<file path="src/rtl/core/tbbs_pkg.sv">
// ----------------------------------------------------------------------------
// tbbs_pkg
// Shared types, constants and tables for the transformed box bounds block:
// command and result codes, CORDIC constants, the rotation microcode.
// ----------------------------------------------------------------------------
package tbbs_pkg;

  // Widths of the internal datapath
  localparam int ZW    = 36;   // CORDIC angle accumulator, Q.30
  localparam int MW    = 34;   // multiplier operand / coefficient
  localparam int PW    = 2 * MW;
  localparam int XW    = PW + 2; // widened sum for shifting and saturation
  localparam int CORDIC_STEPS = 28;

  typedef logic signed [MW-1:0] coef_t;
  typedef logic signed [31:0]   word_t;

  // Input commands
  localparam logic [2:0] CMD_BOX_MIN  = 3'd0;
  localparam logic [2:0] CMD_BOX_MAX  = 3'd1;
  localparam logic [2:0] CMD_SCALE    = 3'd2;
  localparam logic [2:0] CMD_ANGLES   = 3'd3;
  localparam logic [2:0] CMD_POSITION = 3'd4;
  localparam logic [2:0] CMD_FINISH   = 3'd5;

  // Result kinds
  localparam logic [2:0] KIND_MIN    = 3'd0;
  localparam logic [2:0] KIND_MAX    = 3'd1;
  localparam logic [2:0] KIND_CENTER = 3'd2;
  localparam logic [2:0] KIND_SIZE   = 3'd3;
  localparam logic [2:0] KIND_RADIUS = 3'd4;

  // CORDIC constants, Q.30
  localparam logic signed [ZW-1:0] PI_Q30      = 36'sd3373259426;
  localparam logic signed [ZW-1:0] TWO_PI_Q30  = 36'sd6746518852;
  localparam logic signed [ZW-1:0] HALF_PI_Q30 = 36'sd1686629713;
  localparam coef_t                GAIN_Q30    = 34'sd652032874;

  // CORDIC unit handshake
  typedef struct packed {
    logic        start;
    logic [15:0] angle;
  } cord_req_t;

  typedef struct packed {
    logic  done;
    coef_t cos_v;
    coef_t sin_v;
  } cord_rsp_t;

  // Square root unit handshake
  typedef struct packed {
    logic        start;
    logic [63:0] value;
  } root_req_t;

  typedef struct packed {
    logic        done;
    logic [31:0] root;
  } root_rsp_t;

  // arctan(2^-i) in Q.30
  function automatic logic signed [ZW-1:0] atan_q30(input logic [4:0] i);
    logic signed [ZW-1:0] r;
    case (i)
      5'd0:    r = 36'sd843314857;
      5'd1:    r = 36'sd497837829;
      5'd2:    r = 36'sd263043837;
      5'd3:    r = 36'sd133525159;
      5'd4:    r = 36'sd67021688;
      5'd5:    r = 36'sd33543516;
      5'd6:    r = 36'sd16775851;
      5'd7:    r = 36'sd8388437;
      5'd8:    r = 36'sd4194283;
      5'd9:    r = 36'sd2097149;
      default: r = $signed(36'd1 << (5'd30 - i));
    endcase
    return r;
  endfunction

  // Saturate a wide signed value to 32 bits
  function automatic word_t sat32(input logic signed [XW-1:0] v);
    word_t r;
    if (v > $signed({{(XW-32){1'b0}}, 32'h7fff_ffff}))
      r = 32'sh7fff_ffff;
    else if (v < $signed({{(XW-32){1'b1}}, 32'h8000_0000}))
      r = 32'sh8000_0000;
    else
      r = v[31:0];
    return r;
  endfunction

  // Corner transform microcode: one multiply per step
  localparam logic [1:0] OP_SCALE = 2'd0;  // p[dst_a] = sat(prod >> F)
  localparam logic [1:0] OP_FIRST = 2'd1;  // acc = prod
  localparam logic [1:0] OP_HOLD  = 2'd2;  // hold = sat((acc+prod) >> 30)
  localparam logic [1:0] OP_WRITE = 2'd3;  // p[dst_a] = hold, p[dst_b] = sat(...)

  localparam logic [3:0] B_SC0 = 4'd0;
  localparam logic [3:0] B_SC1 = 4'd1;
  localparam logic [3:0] B_SC2 = 4'd2;
  localparam logic [3:0] B_CX  = 4'd3;
  localparam logic [3:0] B_SX  = 4'd4;
  localparam logic [3:0] B_NSX = 4'd5;
  localparam logic [3:0] B_CY  = 4'd6;
  localparam logic [3:0] B_SY  = 4'd7;
  localparam logic [3:0] B_NSY = 4'd8;
  localparam logic [3:0] B_CZ  = 4'd9;
  localparam logic [3:0] B_SZ  = 4'd10;
  localparam logic [3:0] B_NSZ = 4'd11;

  localparam logic [3:0] LAST_UOP = 4'd14;

  typedef struct packed {
    logic [1:0] a_sel;
    logic [3:0] b_sel;
    logic [1:0] op;
    logic [1:0] dst_a;
    logic [1:0] dst_b;
  } uop_t;

  // Scale, then rotate about X, Y and Z
  function automatic uop_t uop_at(input logic [3:0] s);
    uop_t u;
    case (s)
      4'd0:    u = '{2'd0, B_SC0, OP_SCALE, 2'd0, 2'd0};
      4'd1:    u = '{2'd1, B_SC1, OP_SCALE, 2'd1, 2'd0};
      4'd2:    u = '{2'd2, B_SC2, OP_SCALE, 2'd2, 2'd0};
      4'd3:    u = '{2'd1, B_CX,  OP_FIRST, 2'd0, 2'd0};
      4'd4:    u = '{2'd2, B_NSX, OP_HOLD,  2'd0, 2'd0};
      4'd5:    u = '{2'd1, B_SX,  OP_FIRST, 2'd0, 2'd0};
      4'd6:    u = '{2'd2, B_CX,  OP_WRITE, 2'd1, 2'd2};
      4'd7:    u = '{2'd0, B_CY,  OP_FIRST, 2'd0, 2'd0};
      4'd8:    u = '{2'd2, B_SY,  OP_HOLD,  2'd0, 2'd0};
      4'd9:    u = '{2'd2, B_CY,  OP_FIRST, 2'd0, 2'd0};
      4'd10:   u = '{2'd0, B_NSY, OP_WRITE, 2'd0, 2'd2};
      4'd11:   u = '{2'd0, B_CZ,  OP_FIRST, 2'd0, 2'd0};
      4'd12:   u = '{2'd1, B_NSZ, OP_HOLD,  2'd0, 2'd0};
      4'd13:   u = '{2'd0, B_SZ,  OP_FIRST, 2'd0, 2'd0};
      4'd14:   u = '{2'd1, B_CZ,  OP_WRITE, 2'd0, 2'd1};
      default: u = '{2'd0, B_SC0, OP_SCALE, 2'd0, 2'd0};
    endcase
    return u;
  endfunction

endpackage

</file>
<file path="src/rtl/core/tbbs_cordic.sv">
// ----------------------------------------------------------------------------
// tbbs_cordic
// Iterative rotation-mode CORDIC: reduces a Q3.12 angle to [-pi/2, pi/2],
// then runs one micro-rotation per cycle to produce cosine and sine in Q.30.
// ----------------------------------------------------------------------------
module tbbs_cordic (
  input  logic                  clk,
  input  logic                  rst_n,
  input  tbbs_pkg::cord_req_t   req,
  output tbbs_pkg::cord_rsp_t   rsp
);
  import tbbs_pkg::*;

  localparam logic [1:0] C_IDLE = 2'd0;
  localparam logic [1:0] C_RED  = 2'd1;
  localparam logic [1:0] C_FOLD = 2'd2;
  localparam logic [1:0] C_ITER = 2'd3;

  localparam logic [4:0] LAST_ITER = 5'(CORDIC_STEPS - 1);

  logic [1:0]           st_r;
  logic [4:0]           i_r;
  logic signed [ZW-1:0] z_r;
  coef_t                x_r;
  coef_t                y_r;
  logic                 neg_r;
  logic                 done_r;

  logic signed [ZW-1:0] a_w;
  coef_t                xs_w;
  coef_t                ys_w;

  assign a_w  = atan_q30(i_r);
  assign xs_w = x_r >>> i_r;
  assign ys_w = y_r >>> i_r;

  // Sequencer: reduce, fold, then iterate
  always_ff @(posedge clk) begin
    if (!rst_n) begin
      st_r   <= C_IDLE;
      done_r <= 1'b0;
    end else begin
      done_r <= 1'b0;
      unique case (st_r)
        C_IDLE: begin
          if (req.start) begin
            z_r   <= $signed({{(ZW-34){req.angle[15]}}, req.angle, 18'd0});
            x_r   <= GAIN_Q30;
            y_r   <= '0;
            neg_r <= 1'b0;
            st_r  <= C_RED;
          end
        end
        C_RED: begin
          if (z_r > PI_Q30) begin
            z_r <= z_r - TWO_PI_Q30;
          end else if (z_r < -PI_Q30) begin
            z_r <= z_r + TWO_PI_Q30;
          end else begin
            st_r <= C_FOLD;
          end
        end
        C_FOLD: begin
          if (z_r > HALF_PI_Q30) begin
            z_r   <= z_r - PI_Q30;
            neg_r <= 1'b1;
          end else if (z_r < -HALF_PI_Q30) begin
            z_r   <= z_r + PI_Q30;
            neg_r <= 1'b1;
          end
          i_r  <= '0;
          st_r <= C_ITER;
        end
        C_ITER: begin
          if (!z_r[ZW-1]) begin
            x_r <= x_r - ys_w;
            y_r <= y_r + xs_w;
            z_r <= z_r - a_w;
          end else begin
            x_r <= x_r + ys_w;
            y_r <= y_r - xs_w;
            z_r <= z_r + a_w;
          end
          i_r <= i_r + 5'd1;
          if (i_r == LAST_ITER) begin
            st_r   <= C_IDLE;
            done_r <= 1'b1;
          end
        end
        default: st_r <= C_IDLE;
      endcase
    end
  end

  // Results, negated when the angle was folded
  assign rsp.done  = done_r;
  assign rsp.cos_v = neg_r ? -x_r : x_r;
  assign rsp.sin_v = neg_r ? -y_r : y_r;

endmodule

</file>
<file path="config.mk">
export PLATFORM = sky130hd
export DESIGN_NAME = tbbs_cordic
export DESIGN_NICKNAME = d
export VERILOG_FILES = /design/src/rtl/core/tbbs_pkg.sv /design/src/rtl/core/tbbs_cordic.sv
export SDC_FILE = /design/constraint.sdc
export NUM_CORES = 1
export LEC_CHECK = 0
export CORE_MARGIN = 1
export CORE_UTILIZATION = 45
export CTS_BUF_LIST = sky130_fd_sc_hd__clkbuf_16
export DETAILED_ROUTE_END_ITERATION = 8
export DONT_BUFFER_PORTS = 1
export PLACE_DENSITY = 0.7
export REMOVE_ABC_BUFFERS = 1
export SYNTH_ARGS = -nofsm -noshare
export SYNTH_HDL_FRONTEND = slang
export SYNTH_SLANG_ARGS = --single-unit
</file>
<file path="constraint.sdc">
create_clock -name clk -period 20.3 [get_ports clk]
set_clock_uncertainty 0.15 [all_clocks]
set_input_delay 1.015 -clock clk [delete_from_list [all_inputs] [get_ports clk]]
set_output_delay 1.015 -clock clk [all_outputs]
set_load 0.1 [all_outputs]
</file>
### Word-level counts from Yosys, hierarchy flattened

Index checks and enable logic that the tools add are counted.

* input port bits: 19
* word-level logic and storage cells: 85
* flip-flop bits (word level): 113
* output and inout port bits: 69

* reductions and logical operators: 11
* muxes and demuxes: 27
* equality and inequality tests: 19
* shift-type cells: 3
* add/subtract/negate cells: 14
* order comparisons: 4

Operators with widths (number)
* $pmux W36 S10: 1
* $mux W36: 6
* $mux W34: 6
* $pmux W36 S4: 1
* $pmux W34 S2: 2
* $add A34 B34 Y34: 2
* $neg A34 Y34: 2
* $sshr A34 B5 Y34: 2
* $sub A34 B34 Y34: 2
* $add A36 B33 Y36 const B: 1
* $add A36 B34 Y36 const B: 1
* $add A36 B36 Y36: 1
* $gt A36 B32 Y1 const B: 1
* $gt A36 B33 Y1 const B: 1
* $lt A36 B32 Y1 const B: 1
* $lt A36 B33 Y1 const B: 1
* $shl A1 B5 Y36 const A: 1
* $sub A36 B33 Y36 const B: 1
* $sub A36 B34 Y36 const B: 1
* $sub A36 B36 Y36: 1
* $eq A5 B3 Y1 const B: 4
* $reduce_and A4 Y1: 3
* $eq A5 B2 Y1 const B: 2
* $eq A5 B4 Y1 const B: 2
* 18 further kinds: 32

### Depth between registers and ports, before layout

* word-level depth: 6
* mapped depth: 29
* gate-level depth less buffers: 24

### Worst setup path after synthesis

OpenSTA, ideal clock, no wires.

* kind: register to register
* start: reg i_r[1]
* end: reg z_r[27], data pin
* required time: 19.889 ns
* data arrival time: 6.506 ns
* setup time: 0.261 ns
* slack: 13.383 ns
* clock period less this slack: 6.917 ns
* cell stages (with the launch flop): 29
* path buffers: 5
* path through: edfxtp_1 buf_6 inv_2 buf_2 buf_6 ha_1 clkbuf_1 or2_2 nor3_1 nor2_1 a311oi_1 ha_1 inv_1 a2111oi_0 nand4_1 and2b_1 a41oi_1 xnor2_1 ha_1 clkbuf_1 a21oi_1 nor4_1 a211oi_1 o21ai_0 or4b_2 a31o_2 a21oi_1 xnor2_1 a221o_1

* longest elaborated chain between the ends: 6
* elaborated cells between the ends (all ways): 17
* classes of those cells: add/sub (3); eq/ne (9); shift (1); mux (3); reduce/logical (1)

RTL lines
* start, declared: RTL line tbbs_cordic.sv:22 `logic [4:0] i_r;`
* start signal, assigned: RTL line tbbs_cordic.sv:84 `i_r <= i_r + 5'd1;`
* $sub A5 B5 Y5: RTL line tbbs_pkg.sv:76 `default: r = $signed(36'd1 << (5'd30 - i));`
* $shl A1 B5 Y36: RTL line tbbs_pkg.sv:76
* $pmux W36 S10 (*): RTL line tbbs_pkg.sv:65 `case (i)`
* $sub A36 B36 Y36 / $add A36 B36 Y36 (equally long branches): RTL line tbbs_cordic.sv:78, tbbs_cordic.sv:82
* $mux W36 (*): RTL line tbbs_cordic.sv:75 `if (!z_r[ZW-1]) begin`
* $pmux W36 S4 (*): RTL line tbbs_cordic.sv:44 `unique case (st_r)`
* end signal, assigned: RTL line tbbs_cordic.sv:47 `z_r <= $signed({{(ZW-34){req.angle[15]}}, req.angle, 18'd0});`
* end signal, assigned: RTL line tbbs_cordic.sv:78 `z_r <= z_r - a_w;`
* end signal, assigned: RTL line tbbs_cordic.sv:82 `z_r <= z_r + a_w;`
* end, declared: RTL line tbbs_cordic.sv:23 `logic signed [ZW-1:0] z_r;`

Every way passes the cells marked *; elsewhere a longest branch is shown, timed or not.
A chain may end at the register's enable or synchronous reset.

### Worst setup path after layout

* start: reg i_r[0]
* end: reg z_r[27], data pin

Same word-level chain as after synthesis.

==> metrics.md <==
| Metric | Value |
|---|---|
| Run status | `complete, no violations` |
| Worst-Skew Late Latency | `0.50 ns` |
| Cell taking the most area after synthesis | `edfxtp_1` |
| Number of CTS-inserted buffers | `17` |
| Sum Neg Setup Slack | `0 ns` |
| Largest net degree at the start of global routing | `71` |
| Min-delay src | `st_r[0]` |
| Gr usage total | `30.4%` |
| CP required | `20.41 ns` |
| Share of the synthesized area in the top cell type | `14.6%` |
| Post-Syn Area per Cell | `8.11 µm²` |
| Dpl hpwl | `58600 µm` |
| Synth unique cells | `116` |
| Post-synth top flop | `edfxtp_1` |
| CTS Sinks | `113` |
| Hold_buf cts | `0` |
| Final slew viol count | `0` |
| Area Overhead vs Synth | `6.19%` |
| Number of global-route vias before repair | `21.6k` |
| Share of layout cells above drive strength 1 | `12.6%` |
| CTS resizes | `0` |
| Hold endpoint | `st_r[0]` |
| First-pass GRT wire length | `122000 µm` |
| Unrepaired setup endpoints after global routing | `false` |
| Antenna violations before repair | `0` |
| Crit. End Element | `register` |
| # port buffers | `0` |
| Final min period | `8.57 ns` |
| # DRC | `0` |
| Die ar. | `51300 µm²` |
| Sequential area share after synthesis | `14.8%` |
| Slowest stage delay, CP | `0.92 ns` |
| M3 GR Usage | `4.52%` |
| Final Instance Area | `24100 µm²` |
| Post-route ant nets | `0` |
| Max clock buf depth | `2` |
| GR peak layer | `met2` |
| Worst slew pin tran | `1.45 ns` |
| Number of flops mapped to enable cells by yosys | `110` |
| Final nets | `2861` |
| Die Ht | `226 µm` |
| Cells after Synth | `2794` |
| #FFs+latches synth | `113` |
| Hold Crit Class | `register to register` |
| Post-Route WL | `78600 µm` |
| Cell depth of the worst hold path | `2` |
| Diode count | `0` |
| Critical-path cell list | `buf_4, inv_1, ha_1, nand3b_1, a41oi_1, a311oi_1, ha_1, inv_1, a2111oi_0, nand4_1, and2b_1, a41oi_1, xnor2_1, ha_1, a21oi_1, nor4_1, a211oi_1, o21ai_0, or4b_2, a31o_2, a21oi_1, xnor2_1, a221o_1` |
| CP startpoint kind | `register` |
| Grt ovf | `0` |
| Final setup vio count | `0` |
| Final hold vios | `0` |
| Postcts setup bufs | `0` |
| Synth Cell Area | `22700 µm²` |
| Clk root buf | `clkbuf_16` |
| GR Util met2 | `51.5%` |
| GR Util met1 | `36.2%` |
| Synth area leaders | `edfxtp_1 (15%), ha_1 (8.4%), xnor2_1 (7.7%)` |
| Ys Warns | `0` |
| Core Rows | `81` |
| DRT iter0 DRCs | `2242` |
| Die width | `226 µm` |
| Worst reg2reg path depth | `23` |
| Critical path class | `register to register` |
| Core footprint | `49400 µm²` |
| Final period util | `42.2%` |
| CTS tree | `built` |
| Most frequent CP cell | `ha_1` |
| Worst reg2reg path endpoint | `z_r[27]` |
| Max-cap violations | `0` |
| Synth async-reset ratio | `0%` |
| Buf+Inv Stages, Crit Path | `3` |
| GPL Wtd Cong | `0.988` |
| Clock transition at path regs | `0.06 ns` |
| CP max-delay cell | `edfxtp_1` |
| Top-Level Pins | `88` |
| Rel. slew slack | `2.81%` |
| R2R Path Start | `i_r[0]` |
| Vias | `22.6k` |
| Via density per instance | `6.72` |
| F_max | `0.117 GHz` |
| Data arrival time of the worst path | `8.68 ns` |
| Initial Util | `45.9%` |
| H-tree depth | `4` |
| CP Max Fanout | `43` |
| Top cell family by delay on the critical path | `compound AO/OA/AOI/OAI gates` |
| DRT Pass-1 Iters | `6` |
| Hold WS | `0.413 ns` |
| WL/cell | `23.4 µm` |
| Post-Place Cell Area | `23500 µm²` |
| FF-to-FF setup slack | `11.73 ns` |
-- area by class of cell --
| class | instances | area (µm²) |
|---|---|---|
| Clock inverter | 15 | 134 |
| Sequential cell | 113 | 3360 |
| Fill cell | 4753 | 25300 |
| Tap cell | 664 | 831 |
| Inverter | 67 | 251 |
| Clock buffer | 17 | 425 |
| Timing Repair Buffer | 78 | 586 |
| Multi-Input combinational cell | 2408 | 18500 |
-- routing by layer --
metal	share of wire [%]	wire, µm
met1	40	31300
met5	0	0
met4	6.2	4850
met2	48	37600
met3	6.2	4890
-- logic make-up (layout without fill, tap and decap cells) --
group / after synthesis / in the layout / share of synthesized area [%]
adder cells (fa/ha/maj): 157 / 157 / 8.80
XOR/XNOR: 273 / 273 / 10.6
AND/OR/NAND/NOR: 918 / 918 / 20.7
flip-flops: 113 / 113 / 14.8
buffers and inverters: 273 / 177 / 5.91
AO/OA/AOI/OAI: 871 / 871 / 26.0
multiplexers: 189 / 189 / 13.1
-- through the flow --
stage / utilization, % / std cells / setup slack [ns]
3_3_place_gp: 47.6 / 3330 / 11.97
6_report: 48.8 / 3362 / 11.73
2_1_floorplan: - / 2588 / 10.16
3_5_place_dp: 47.6 / 3330 / 11.76
5_1_grt: 48.8 / 3362 / 11.02
4_1_cts: 48.8 / 3362 / 11.74
-- worst min-delay path, cell delays in order, from the launching register on --
cell and delay [ns]:
dfxtp_1 0.34, nor2_1 0.12, a211oi_1 0.06
-- placed cells by master, fill, tap and decap left out, types with 15 or more instances in the layout --
cell / count
xnor2_2: 63
o21bai_1: 17
a21oi_1: 216
nor3_1: 70
edfxtp_1: 110
nor2_1: 233
inv_1: 61
nor4_1: 25
and4_1: 15
a21o_1: 51
nand4_1: 23
mux2_2: 28
ha_1: 152
or3_1: 38
xnor2_1: 135
nand3_1: 58
o21a_1: 35
a31oi_1: 65
nand2b_1: 43
a41oi_1: 20
clkbuf_16: 17
xor2_1: 73
and2_1: 38
mux2i_1: 76
o211ai_1: 19
o21ai_0: 146
mux4_2: 70
buf_4: 78
a211oi_1: 36
o31ai_1: 36
and3_1: 39
nor2b_1: 24
o22ai_1: 20
or2_2: 16
nand2_1: 221
-- worst max-delay path by stage --
stage	startpoint	to	slack, ns	depth (start not counted)
detailed placement	i_r[0]	z_r[27]	11.76	24
finish	i_r[0]	z_r[27]	11.73	23
floorplan	i_r[0]	z_r[27]	10.16	22
global placement	i_r[0]	z_r[27]	11.97	23
global route	i_r[0]	z_r[27]	11.02	23
CTS	i_r[0]	z_r[27]	11.74	24
-- sequential cells by signal, summed over array words and instances (netlist names) --
register  count
z_r          36
neg_r         1
y_r          34
st_r          2
done_r        1
i_r           5
x_r          34
-- cells in the mapped netlist (24+ instances only) --
cell,instances
o31ai_1,36
nor2_1,233
ha_1,153
xor2_1,74
mux2_2,28
a21o_1,51
o21ai_0,148
or3_1,38
nand2b_1,43
a21oi_1,218
inv_1,62
and2_1,38
nand3_1,58
edfxtp_1,110
a31oi_1,65
nor4_1,25
clkbuf_1,124
mux4_2,70
and3_1,39
a211oi_1,36
nor2b_1,24
nand2_1,221
mux2i_1,76
o21a_1,35
xnor2_1,198
nor3_1,70
Power is left out: the tool's default activity adds up to more than one toggle a clock period on the data nets, which glitch-free logic cannot reach.
